$ cat src/hdl/pid_aw_pkg.sv
package pid_aw_pkg;

	localparam int VALUE_W  = 32;
	localparam int SUM_W    = 48;
	localparam int GAIN_W   = 32;
	localparam int ERR_W    = VALUE_W + 1;
	localparam int DIFF_W   = VALUE_W + 2;
	localparam int DRIVE_W  = 19;
	localparam int FRAC_W   = 16;
	localparam int ILO_W    = 16;
	localparam int IHI_W    = SUM_W - ILO_W;
	localparam int ACC_W    = GAIN_W + SUM_W + 2;
	localparam int SHF_W    = ACC_W - FRAC_W;
	localparam int CFG_IDX_W = 2;
	localparam int DRIVE_LIMIT = 229376;

	typedef logic signed [VALUE_W-1:0] value_t;
	typedef logic signed [GAIN_W-1:0]  gain_t;
	typedef logic signed [ERR_W-1:0]   err_t;
	typedef logic signed [DIFF_W-1:0]  diff_t;
	typedef logic signed [SUM_W-1:0]   sum_t;
	typedef logic signed [DRIVE_W-1:0] drive_t;
	typedef logic [CFG_IDX_W-1:0]      cfg_idx_t;

	localparam cfg_idx_t REG_GAIN_P = 2'd0;
	localparam cfg_idx_t REG_GAIN_I = 2'd1;
	localparam cfg_idx_t REG_GAIN_D = 2'd2;

	localparam drive_t DRIVE_HI = drive_t'(DRIVE_LIMIT);
	localparam drive_t DRIVE_LO = drive_t'(-DRIVE_LIMIT);

	typedef struct packed {
		gain_t gain_p;
		gain_t gain_i;
		gain_t gain_d;
	} gains_t;

endpackage

$ cat src/hdl/pid_aw_integ.sv
module pid_aw_integ (
	input  pid_aw_pkg::value_t set_point,
	input  pid_aw_pkg::value_t measured,
	input  pid_aw_pkg::sum_t   integral,
	input  pid_aw_pkg::drive_t last_drive,
	output pid_aw_pkg::err_t   err,
	output pid_aw_pkg::sum_t   integral_next
);
	import pid_aw_pkg::*;

	localparam logic signed [SUM_W:0] SMAX = {2'b00, {(SUM_W-1){1'b1}}};
	localparam logic signed [SUM_W:0] SMIN = {2'b11, {(SUM_W-1){1'b0}}};

	logic                    inside_lim;
	logic                    integrate;
	logic signed [SUM_W:0]   sum_ext;

	always_comb begin
		err = ERR_W'(set_point) - ERR_W'(measured);
		inside_lim = (last_drive > DRIVE_LO) && (last_drive < DRIVE_HI);
		integrate = inside_lim
			|| ((last_drive >= DRIVE_HI) && err[ERR_W-1])
			|| ((last_drive <= DRIVE_LO) && !err[ERR_W-1] && (err != '0));
		sum_ext = (SUM_W+1)'(integral) + (SUM_W+1)'(err);
		if (!integrate) begin
			integral_next = integral;
		end else if (sum_ext > SMAX) begin
			integral_next = SMAX[SUM_W-1:0];
		end else if (sum_ext < SMIN) begin
			integral_next = SMIN[SUM_W-1:0];
		end else begin
			integral_next = sum_ext[SUM_W-1:0];
		end
	end

endmodule

$ cat config.mk
export PLATFORM = sky130hd
export DESIGN_NAME = pid_aw_integ
export DESIGN_NICKNAME = d
export VERILOG_FILES = /design/src/hdl/pid_aw_pkg.sv /design/src/hdl/pid_aw_integ.sv
export SDC_FILE = /design/constraint.sdc
export NUM_CORES = 1
export LEC_CHECK = 0
export ABC_AREA = 1
export BUFFER_PORTS_ARGS = -buffer_cell sky130_fd_sc_hd__clkbuf_2
export CAP_MARGIN = 20
export CORE_AREA = 4 4 126 128
export DETAILED_ROUTE_END_ITERATION = 16
export DIE_AREA = 0 0 130 132
export PLACE_DENSITY = 0.9
export SETUP_SLACK_MARGIN = 0.15
export SLEW_MARGIN = 20
export SYNTH_ARGS = -nofsm -noshare
export SYNTH_HDL_FRONTEND = slang
export SYNTH_SLANG_ARGS = --single-unit
$ cat constraint.sdc
create_clock -name vclk -period 11.6
set_input_delay 1.74 -clock vclk [all_inputs]
set_output_delay 1.74 -clock vclk [all_outputs]
set_load 0.05 [all_outputs]
# After elaboration in Yosys (flattened, before gate mapping)
# Cells that the tools add are included.
dict set report word_totals {
  output_inout_bits 81
  register_bits 0
  latchBits 0
  n_memories 0
  elab_cells 19
  ramBits 0
  rom_bits 0
  input_bits 131
}
dict set report op_classes {
  reduce_logical 8
  bitwise 0
  n_addsub 2
  mul 0
  n_eq_ne 0
  shift 0
  n_lt_le_gt_ge 6
  muxes 3
  div_mod_pow 0
}
# op count
set ops {}
lappend ops {{$mux 48} 3}
lappend ops {{$add 48x33->49} 1}
lappend ops {{$gt 49x48->1 const B} 1}
lappend ops {{$lt 49x48->1 const B} 1}
lappend ops {{$reduce_bool 33->1} 1}
lappend ops {{$sub 32x32->33} 1}
lappend ops {{$ge 19x19->1 const B} 1}
lappend ops {{$gt 19x19->1 const B} 1}
lappend ops {{$le 19x19->1 const B} 1}
lappend ops {{$lt 19x19->1 const B} 1}
lappend ops {{$logic_and 1x1->1} 4}
lappend ops {{$logic_or 1x1->1} 2}
lappend ops {{$logic_not 1->1} 1}

# Logic depth before layout (Yosys ltp)
# Gate-level depths: netlist of run 1.
dict set report depth {
  depth_word 6
  ltp_mapped 39
  ltp_nobuf 37
}

# Worst setup path before layout of run 1
# OpenSTA, ideal clock, no wires.
dict set report synth_timing {
  path_type {input to output}
  start {in set_point[0]}
  end {out integral_next[26]}
  arrival_ns 6.305
  path_buffers 2
  required_time_ns 9.860
  slack_ns 3.555
  cell_stages 33
  path_cell_list {inv_1 -> ha_1 -> fa_1 -> o21ai_2 -> nand2_1 -> nand2_1 -> nand2_1 -> nand2_1 -> nand2_1 -> nand2_1 -> xor2_1 -> ha_1 -> nand2_1 -> inv_1 -> a21oi_1 -> inv_1 -> a21oi_1 -> o21ai_1 -> nand2_1 -> nand3_1 -> nand2_1 -> inv_1 -> nor2_1 -> nand3_1 -> nor2_1 -> nand3_1 -> nand2_1 -> nand2_1 -> buf_6 -> buf_6 -> nand2_1 -> nand2_1 -> nand2_1}
}
dict set report synth_via {
  elab_chain_len 6
  elab_cells_between_ends 14
  classes_between {2 x add/sub; 2 x order compare; 3 x mux; 7 x reduce/logical}
}
# element line
set synth_rtl {}
lappend synth_rtl {{from (decl)} pid_aw_integ.sv:2} ;# input pid_aw_pkg::value_t set_point,
lappend synth_rtl {{$sub 32x32->33 *} pid_aw_integ.sv:19} ;# err = ERR_W'(set_point) - ERR_W'(measured);
lappend synth_rtl {{via err[20]} pid_aw_integ.sv:6} ;# output pid_aw_pkg::err_t err,
lappend synth_rtl {{$add 48x33->49} pid_aw_integ.sv:24} ;# sum_ext = (SUM_W+1)'(integral) + (SUM_W+1)'(err);
lappend synth_rtl {{$lt 49x48->1} pid_aw_integ.sv:29} ;# end else if (sum_ext < SMIN) begin
lappend synth_rtl {{$mux 48} pid_aw_integ.sv:29}
lappend synth_rtl {{$mux 48} pid_aw_integ.sv:27} ;# end else if (sum_ext > SMAX) begin
lappend synth_rtl {{$mux 48 *} pid_aw_integ.sv:25} ;# if (!integrate) begin
lappend synth_rtl {{to (decl)} pid_aw_integ.sv:7} ;# output pid_aw_pkg::sum_t integral_next
# Mark *: on every way through the listed nets, which the timed path passes. The rest lies on a longest branch.

# Final worst setup path of run 1
dict set report layout_timing {
  start {in set_point[0]}
  end {out integral_next[17]}
}
dict set report layout_via {
  elab_chain_len 6
  elab_cells_between_ends 14
  classes_between {2 x add/sub; 2 x order compare; 3 x mux; 7 x reduce/logical}
}
# element line
set layout_rtl {}
lappend layout_rtl {{$sub 32x32->33 *} pid_aw_integ.sv:19}
lappend layout_rtl {{$add 48x33->49 / $logic_not 1->1 (equally long branches)} {pid_aw_integ.sv:24, pid_aw_integ.sv:23}}
lappend layout_rtl {{$lt 49x48->1 / $logic_and 1x1->1 (equally long branches)} {pid_aw_integ.sv:29, pid_aw_integ.sv:23}}
lappend layout_rtl {{$mux 48 / $logic_and 1x1->1 (equally long branches)} {pid_aw_integ.sv:29, pid_aw_integ.sv:23}}
lappend layout_rtl {{$mux 48 / $logic_or 1x1->1 (equally long branches)} {pid_aw_integ.sv:27, pid_aw_integ.sv:23}}
lappend layout_rtl {{$mux 48 *} pid_aw_integ.sv:25}
# Every way passes the cells marked *; elsewhere a longest branch is shown, timed or not.

==> impl_metrics.toml, run 1 <==
[cells_and_area]
antenna_cells_inserted = 0
area_of_all_placed_cells_without_fillers_mm2 = 0.00891
sequential_cell_area_um2 = 0
post_route_cells_drive_above_1_share_pct = 13.4
design.final.nets = 2040
stdcell_count = 2011
layout.clock_buffers = 0
flops_and_latches = 0
num-fill-cells = 1669
area_growth_from_synthesis_to_layout_pct = 15.0
post-route-util_pct = 60.0

[power]
vdd_ir_drop_max_mv = 0.132
power.density_cell_area_mw_per_mm2 = 181
power.static_leakage_nw = 5.78

[setup_path]
timing.critical_path.required_ns = 9.86
worst-setup-path-type = "input pin to output pin"
critPathSlowestCell = "nand2_2"
worst-path-buf-inv = 4
cpLargestDelayFamily = "simple AND/OR/NAND/NOR gates"
crit_top_cell = "nand2_1"
cp-start-kind = "input pin"
worst_setup_path_end_kind = "output pin"
critical-path-max-stage-delay_ns = 0.70
critical_path.max_fanout = 47
crit_arrival_ns = 7.51

[placed_design]
dpl_cell_area_mm2 = 0.00891
gp_congestion = 1.05
buffer_ports.inserted = 212
dpl.hpwl_um = 27900
post-place-cells = 2011

[drt]
remaining_drc_errors = 0
dr_total_vias = 10900
postRouteAntennaNets = 0
routed_via_density = 5.43
drt_pre_antenna_iters = 5
wl_um = 31800
first_iter_violations = 869
avgRoutedWirePerCell_um = 15.8

[synthesis]
yosysWarningCount = 0
postSynthNetCount = 1848
mux_cell_area_share_after_synthesis_pct = 0
post_synth_xor_area_fraction_pct = 2.82
netlist_instances = 1633
synth.distinct_cells = 41
post_synthesis_adder_cell_area_fraction_pct = 13.8
netlist_area_mm2 = 0.00775
yosys.area_share.simple_pct = 57.0
post_synth.cell_area_avg_um2 = 4.75
synth-compound-area-share_pct = 10.8
seq_area_frac_synth_pct = 0
main_combinational_cell_family_by_area_after_synthesis = "simple AND/OR/NAND/NOR gates"

[worst_hold_path]
min_delay_path_depth = 4
worstHoldPathType = "input pin to output pin"
hold_path_startpoint = "integral[29]"
hold-path-endpoint = "integral_next[29]"

[clocking]
post_cts_buffers = 0
ctsHoldBuffers = 0
number_of_gates_given_a_new_drive_strength_after_cts = 0

[run_status]
run_status = "complete, no violations"

[timing]
fin_crit_sh_pct = 79.8
rsz0062_at_grt = "false"
hold-worst-slack_ns = 3.92
fin_crit_ns = 9.25
maxClockFrequency_mhz = 108
final-max-slew-violation-count = 0
finalSetupViolCount = 0
worst_slew_pin_slew_ns = 1.01
finalSetupTns_ns = 0
timing_hold_violations_final = 0
max_slew_margin_pct = 32.4

[global_route]
largest_net_degree_at_the_start_of_global_routing = 50
grt_util_all_layers_pct = 35.6
number_of_antenna_violations_at_the_first_check_in_global_routing = 0
grt_pass1_vias = 10200
first_pass_grt_wire_length_um = 50100
grt_overflow_total = 0

[floorplanning]
std_cell_rows = 45
dieWidth_um = 130
initial_core_util_pct = 52.2
overall_die_area_mm2 = 0.0172
ports = 212
die_h_um = 132
coreArea_mm2 = 0.0149

[flow_run]
number_of_violations_of_the_max_capacitance_limit = 0
-- metrics by stage --
stage | worst slack (ns) | total power (W)
5_1_grt | 1.90 | 0.00175
3_5_place_dp | 2.46 | 0.00159
4_1_cts | 2.44 | 0.00159
2_1_floorplan | 3.55 | 0.00121
6_report | 2.35 | 0.00161
3_3_place_gp | 2.52 | 0.00158
-- logic make-up (layout without fill, tap and decap cells) --
family,count (synthesis),in the layout
AND/OR/NAND/NOR,1069,1069
XOR/XNOR,25,25
adder cells (fa/ha/maj),84,84
AO/OA/AOI/OAI,150,150
buffers and inverters,305,495
-- where the power goes --
group | switching, W | total [W] | leakage, nW | internal [W]
Combinational | 0.00121 | 0.00161 | 5.78 | 0.000402
Sequential | 0 | 0 | 0 | 0
Clock | 0 | 0 | 0 | 0
Total | 0.00121 | 0.00161 | 5.78 | 0.000402
-- synth_stat cells (all sizes together) (10+ instances only) --
master / number / share of area (%)
a21o: 10 / 0.97
a21oi: 86 / 5.6
buf: 20 / 1.8
ha: 82 / 13
inv: 277 / 13
nand2: 679 / 33
nand3: 146 / 9.7
nand3b: 16 / 1.5
nand4: 19 / 1.5
nor2: 184 / 9.1
nor3: 12 / 0.90
o21ai: 34 / 2.3
xor2: 19 / 2.1
-- cells in the final DEF, fill, tap and decap left out, drive strengths merged, types with 16 or more instances in the layout --
cell / instances
nand2: 679
nand3b: 16
a21oi: 86
nand3: 146
nand4: 19
clkbuf: 212
inv: 277
ha: 82
xor2: 19
o21ai: 34
nor2: 184
-- routing by layer --
layer  up-vias  routed length [µm]  global-route usage (%)  part of all wire [%]
li1       5498                   -                       -                     -
met2       519               14700                    61.1                    46
met1      4817               13100                    45.9                    41
met5         -                   0                       0                     0
met3        81                2820                    4.42                   8.9
met4         0                1210                    11.3                   3.8
-- worst max-delay path by stage --
stage	startpoint	endpoint	slack, ns	cells past startpoint
final	set_point[0]	integral_next[17]	2.35	33
after global routing	set_point[0]	integral_next[22]	1.90	33
after CTS	set_point[0]	integral_next[17]	2.44	31
after detailed placement	set_point[0]	integral_next[17]	2.46	33
after global placement	set_point[0]	integral_next[44]	2.52	33
after floorplan	set_point[0]	integral_next[26]	3.55	33
-- cell type report --
type | instances | area, µm² | area share [%]
inverters | 280 | 1050 | 11.8
multi-input cells | 1328 | 6550 | 73.4
well taps | 188 | 235 | 2.64
repair buffers | 215 | 1080 | 12.2
Note: power is estimated with default switching activity, not from simulation.
==> run 2: changes to the inputs <==
--- a/config.mk
+++ b/config.mk
@@ -5,13 +5,13 @@
 export SDC_FILE = /design/constraint.sdc
 export NUM_CORES = 1
 export LEC_CHECK = 0
-export ABC_AREA = 1
+export ABC_AREA = 0
 export BUFFER_PORTS_ARGS = -buffer_cell sky130_fd_sc_hd__clkbuf_2
 export CAP_MARGIN = 20
-export CORE_AREA = 4 4 126 128
+export CORE_AREA = 4 4 117 119
 export DETAILED_ROUTE_END_ITERATION = 16
-export DIE_AREA = 0 0 130 132
-export PLACE_DENSITY = 0.9
+export DIE_AREA = 0 0 121 123
+export PLACE_DENSITY = 0.89
 export SETUP_SLACK_MARGIN = 0.15
 export SLEW_MARGIN = 20
 export SYNTH_ARGS = -nofsm -noshare
==> constraint.sdc (replaced) <==
create_clock -name vclk -period 8.5
set_input_delay 1.275 -clock vclk [all_inputs]
set_output_delay 1.275 -clock vclk [all_outputs]
set_load 0.05 [all_outputs]
==> run 2 against run 1 <==
Via count down 37%. Area after synthesis shrank 24%. First-iteration DRC count down 26%. Global-route usage decreased by 12 points. Largest cell class unchanged. Critical path type unchanged. Critical path depth shrank 10. Largest power group unchanged. Setup slack worse by 2.0 ns. Power increased by 10%. Routed wire length fell by 41%. Sequential share of layout area is the same. Cell count is 40% lower. Utilization is 3.0 points lower.
==> impl_metrics.toml, run 2 <==
[synthesis]
post_synth.cell_area_avg_um2 = 7.08
synth.distinct_cells = 76
synth.top_cell.area_share_pct = 17.3
netlist.top_cell.by_area = "ha_1"
seq_area_frac_synth_pct = 0
netlist_instances = 837
synth.top_cells.by_area = "ha_1 (17%), a21oi_1 (9.6%), xnor2_1 (6.2%), mux2_2 (5.5%), mux2_4 (4.6%)"
yosysWarningCount = 0
postSynthNetCount = 1052
yosys.cell_count.top_type = "a21oi_1"
synth.cells.most_frequent = "a21oi_1 (114), ha_1 (82), nand2_1 (68), inv_1 (60), nor2_1 (54)"
netlist_area_mm2 = 0.00593

[cells_and_area]
post-route-util_pct = 57.0
area_growth_from_synthesis_to_layout_pct = 20.8
final_common_cell = "clkbuf_2"
layout.clock_buffers = 0
design.final.nets = 1243
post_route_cells_drive_above_1_share_pct = 30.0
sequential_cell_area_um2 = 0
layout.cells.most_common_list = "clkbuf_2 (211), a21oi_1 (111), ha_1 (81), nand2_1 (68), inv_1 (60)"
antenna_cells_inserted = 0
flops_and_latches = 0
num-fill-cells = 1190

[global_route]
number_of_antenna_violations_at_the_first_check_in_global_routing = 0
grt_overflow_total = 0
first_pass_grt_wire_length_um = 29600
largest_net_degree_at_the_start_of_global_routing = 49
grt_pass1_vias = 6436
grt_util_all_layers_pct = 23.3

[clocking]
ctsHoldBuffers = 0

[floorplanning]
coreArea_mm2 = 0.0126
ports = 212
initial_core_util_pct = 47.2
die_h_um = 123
dieWidth_um = 121
overall_die_area_mm2 = 0.0149
std_cell_rows = 41

[setup_path]
worst_setup_path_startpoint = "set_point[0]"
crit_arrival_ns = 6.83
critical_path.max_fanout = 8
critical_path.endpoint = "integral_next[38]"
worst_setup_path_end_kind = "output pin"
cp-start-kind = "input pin"
worst-setup-path-type = "input pin to output pin"
timing.critical_path.required_ns = 7.22

[drt]
wl_um = 18700
first_iter_violations = 647
avgRoutedWirePerCell_um = 15.6
postRouteAntennaNets = 0
routed_via_density = 5.78
dr_total_vias = 6923
drt_pre_antenna_iters = 5
remaining_drc_errors = 0

[placed_design]
dpl.hpwl_um = 15900
gp_congestion = 0.936
buffer_ports.inserted = 212

[worst_hold_path]
worstHoldPathType = "input pin to output pin"
min_delay_path_depth = 4

[timing]
fin_crit_sh_pct = 95.4
rsz0062_at_grt = "true"
fin_crit_ns = 8.11
worst_slew_pin_slew_ns = 0.809
timing_hold_violations_final = 0
max_slew_margin_pct = 46.1
finalSetupViolCount = 0
maxClockFrequency_mhz = 123
finalSetupTns_ns = 0
final-max-slew-violation-count = 0

[power]
power.static_leakage_nw = 3.56
design_power_total_w = 0.00178
vdd_ir_drop_max_mv = 0.197
power.density_cell_area_mw_per_mm2 = 249

[flow_run]
number_of_violations_of_the_max_capacitance_limit = 0

[run_status]
run_status = "complete, no violations"
run 2: changes by cell type in the layout (fill, tap and decap cells not counted), sizes merged, moves of 11 or more:
| cell | change |
|---|---|
| nor2 | -129 |
| inv | -217 |
| xnor2 | +36 |
| mux2 | +47 |
| o21ai | +30 |
| xor2 | +11 |
| a21o | +21 |
| nand3 | -128 |
| buf | +13 |
| nand2 | -611 |
| nand3b | -15 |
| a21oi | +33 |
run 2: where the power goes:
part / switching, W / internal [W]
logic: 0.00120 / 0.000577
clock network: 0 / 0
registers: 0 / 0
total: 0.00120 / 0.000577
run 2: logic make-up (layout without fill, tap and decap cells):
group	count (synthesis)	count (layout)	share of synthesized area, %
compound gates	302	302	33.5
xor+xnor	72	72	10.6
fa+ha+maj	84	84	18.0
buf+inv	98	287	7.92
mux	52	52	10.9
simple gates	229	229	19.1
run 2: how the worst min path moves through the flow:
stage / startpoint / endpoint / slack (ns)
finish: integral[36] / integral_next[36] / 2.98
floorplan: integral[27] / integral_next[27] / 2.77
detailed placement: integral[36] / integral_next[36] / 2.99
CTS: integral[36] / integral_next[36] / 2.99
global placement: integral[40] / integral_next[40] / 2.98
global route: integral[36] / integral_next[36] / 3.02
run 2: routing by layer:
metal | wire (µm) | share of wire (%) | vias up | global-route usage (%)
li1 | - | - | 3473 | -
met1 | 8240 | 44 | 3172 | 30.4
met2 | 9210 | 49 | 255 | 42.3
met3 | 1050 | 5.6 | 23 | 1.74
met4 | 245 | 1.3 | 0 | 4.18
met5 | 0 | 0 | - | 0
run 2: what timing repair did:
action	4_1_cts	5_1_grt
resized for setup	0	12
buffers inserted	0	6
endpoints found under the setup margin	0	47
run 2: stage by stage:
stage,area [µm²],std cells,hold WS (ns),setup slack [ns]
final,7160,1198,2.98,0.391
after global routing,7160,1198,3.02,0.111
after CTS,7070,1192,2.99,0.255
after detailed placement,7070,1192,2.99,0.267
after global placement,7070,1192,2.98,0.339
after floorplan,5950,837,2.77,0.153
run 2: layout make-up:
type,count,area (µm²),share of cell area [%]
Timing Repair Buffer,227,1200,16.8
Tap cell,172,215,3.00
Multi-Input combinational cell,739,5520,77.1
Inverter,60,225,3.14
run 2: worst max-delay path, stage by stage:
cell and delay [ns]:
clkbuf_2 0.08, inv_1 0.03, ha_1 0.21, fa_1 0.39, nand2b_1 0.18, a21o_1 0.20
a211o_1 0.39, a31oi_4 0.23, nor4_1 0.09, xnor2_1 0.32, ha_1 0.39, a21oi_1 0.31
nand2_1 0.09, a21oi_1 0.15, o21ai_0 0.15, or3b_2 0.49, o221ai_1 0.42, o211ai_1 0.30
a21boi_0 0.33, xor2_1 0.19, a21oi_1 0.10, mux2_4 0.27, clkbuf_2 0.23
==> run 3: changes to the inputs <==
--- a/config.mk
+++ b/config.mk
@@ -8,10 +8,10 @@
 export ABC_AREA = 0
 export BUFFER_PORTS_ARGS = -buffer_cell sky130_fd_sc_hd__clkbuf_2
 export CAP_MARGIN = 20
-export CORE_AREA = 4 4 117 119
+export CORE_AREA = 4 4 111 113
 export DETAILED_ROUTE_END_ITERATION = 16
-export DIE_AREA = 0 0 121 123
-export PLACE_DENSITY = 0.89
+export DIE_AREA = 0 0 115 117
+export PLACE_DENSITY = 0.93
 export SETUP_SLACK_MARGIN = 0.15
 export SLEW_MARGIN = 20
 export SYNTH_ARGS = -nofsm -noshare
==> constraint.sdc (replaced) <==
create_clock -name vclk -period 8.1
set_input_delay 1.215 -clock vclk [all_inputs]
set_output_delay 1.215 -clock vclk [all_outputs]
set_load 0.05 [all_outputs]
==> run 3 against run 2 <==
Sequential share of layout area unchanged. Combinational power increased by 16%. Die area decreased by 9.6%. Setup slack got worse by 0.17 ns. Clock-buffer cell count unchanged. Non-clock buffer count increased by 27. First-iteration DRC count decreased by 2.5%. Utilization increased by 10 points. Worst hold slack got worse by 0.17 ns. Via count increased by 6.0%. Routed wire length increased by 9.3%. Flip-flop and latch count unchanged.
==> impl_metrics.toml, run 3 (synthesis results as in run 2) <==
[floorplanning]
initial_core_util_pct = 52.4
overall_die_area_mm2 = 0.0135
std_cell_rows = 39
dieWidth_um = 115
coreArea_mm2 = 0.0113
die_h_um = 117
ports = 212

[power]
share_clk_of_total_power_pct = 0
vdd_ir_drop_max_mv = 0.225
power.internal_w = 0.000741
netSwitchingFraction_pct = 64.0
pwr-share-seq_pct = 0
power.static_leakage_nw = 3.76
power.density_cell_area_mw_per_mm2 = 270
design_power_total_w = 0.00206
power.switching_w = 0.00132
power.combinational.fraction_pct = 100.0

[global_route]
number_of_antenna_violations_at_the_first_check_in_global_routing = 0
grt_util_all_layers_pct = 26.6
first_pass_grt_wire_length_um = 30500
grt_overflow_total = 0
grt_pass1_vias = 6798
largest_net_degree_at_the_start_of_global_routing = 49

[timing]
maxClockFrequency_mhz = 127
fin_crit_sh_pct = 97.3
final-max-slew-violation-count = 0
worst_slew_pin_slew_ns = 0.839
finalSetupViolCount = 0
setup_slack_of_the_critical_path_after_layout_ns = 0.217
fin_crit_ns = 7.88
timing_hold_violations_final = 0
finalSetupTns_ns = 0
rsz0062_at_grt = "false"
max_slew_margin_pct = 44.1

[drt]
first_iter_violations = 631
drt_pre_antenna_iters = 8
remaining_drc_errors = 0
top_layer = "met4"
met3_wirelength_um = 1630
avgRoutedWirePerCell_um = 17.1
dr_total_vias = 7336
detail_route.wirelength.met1_um = 8090
met2WireLength_um = 9970
routed_via_density = 6.13
wl_um = 20500
postRouteAntennaNets = 0

[run_status]
run_status = "complete, no violations"

[clocking]
ctsHoldBuffers = 0

[cells_and_area]
flops_and_latches = 0
layout.clock_buffers = 0
area_growth_from_synthesis_to_layout_pct = 28.6
area_of_the_multi_input_gates_mm2 = 0.00562
sequential_cell_area_um2 = 0
layout.cells.most_common_list = "clkbuf_2 (165), a21oi_1 (107), ha_1 (79), nand2_1 (67), inv_1 (60)"
stdcell_count = 1197
final_common_cell = "clkbuf_2"
post_route_cells_drive_above_1_share_pct = 33.5
num-fill-cells = 945
design.final.nets = 1271
antenna_cells_inserted = 0

[setup_path]
worst-path-buf-inv = 7
crit_top_cell = "buf_4"
critical-path-max-stage-delay_ns = 0.39
cp-start-kind = "input pin"
crit_arrival_ns = 6.67
critical_path.max_fanout = 12
cpLargestDelayFamily = "compound AO/OA/AOI/OAI gates"
worst_setup_path_end_kind = "output pin"
worst-setup-path-type = "input pin to output pin"
timing.critical_path.required_ns = 6.88
critPathSlowestCell = "o31ai_4"

[worst_hold_path]
worstHoldPathType = "input pin to output pin"

[placed_design]
post-place-cells = 1179
dpl.hpwl_um = 16400
dpl_worst_slack_ns = 0.185
buffer_ports.inserted = 212
gp_congestion = 0.967

[flow_run]
number_of_violations_of_the_max_capacitance_limit = 0
-- run 3: cell count changes in the layout (fill, tap and decap cells not counted), moves of 4 or more --
cell	delta
a21oi_2	+4
clkbuf_2	-46
buf_2	+12
buf_6	+19
a21oi_1	-4
buf_4	+40
-- run 3: worst paths after layout --
path | start | to | slack [ns] | depth (start not counted)
worst max-delay path | set_point[0] | integral_next[11] | 0.22 | 29
worst min-delay path | integral[34] | integral_next[34] | 2.81 | 3
-- run 3: power by group through the flow --
stage / combinational, W / sequential, W / clock [W]
after floorplan: 0.00147 / 0 / 0
after global placement: 0.00184 / 0 / 0
after detailed placement: 0.00187 / 0 / 0
after CTS: 0.00187 / 0 / 0
after global routing: 0.00218 / 0 / 0
final: 0.00206 / 0 / 0
-- run 3: what timing repair did --
item / 4_1_cts / 5_1_grt
setup buffers: 0 / 14
endpoints found under the setup margin: 0 / 47
gates resized for setup: 0 / 163
-- run 3: per-layer routing --
| metal | up-vias | track usage [%] |
|---|---|---|
| li1 | 3536 | - |
| met2 | 394 | 47.1 |
| met4 | 0 | 9.70 |
| met3 | 72 | 1.90 |
| met5 | - | 0 |
| met1 | 3334 | 33.9 |
-- run 3: per-stage QoR --
step	hold slack [ns]	instance area, µm²	utilization [%]
floorplan	2.65	5960	-
global placement	2.86	7170	63.3
detailed placement	2.87	7170	63.3
CTS	2.87	7170	63.3
global route	2.83	7620	67.3
finish	2.81	7620	67.3
-- run 3: cell type report --
type	instances	share of cell area, %
multi-input combinational	740	73.7
inverter	60	2.95
timing repair buffer	254	21.0
tap	143	2.35
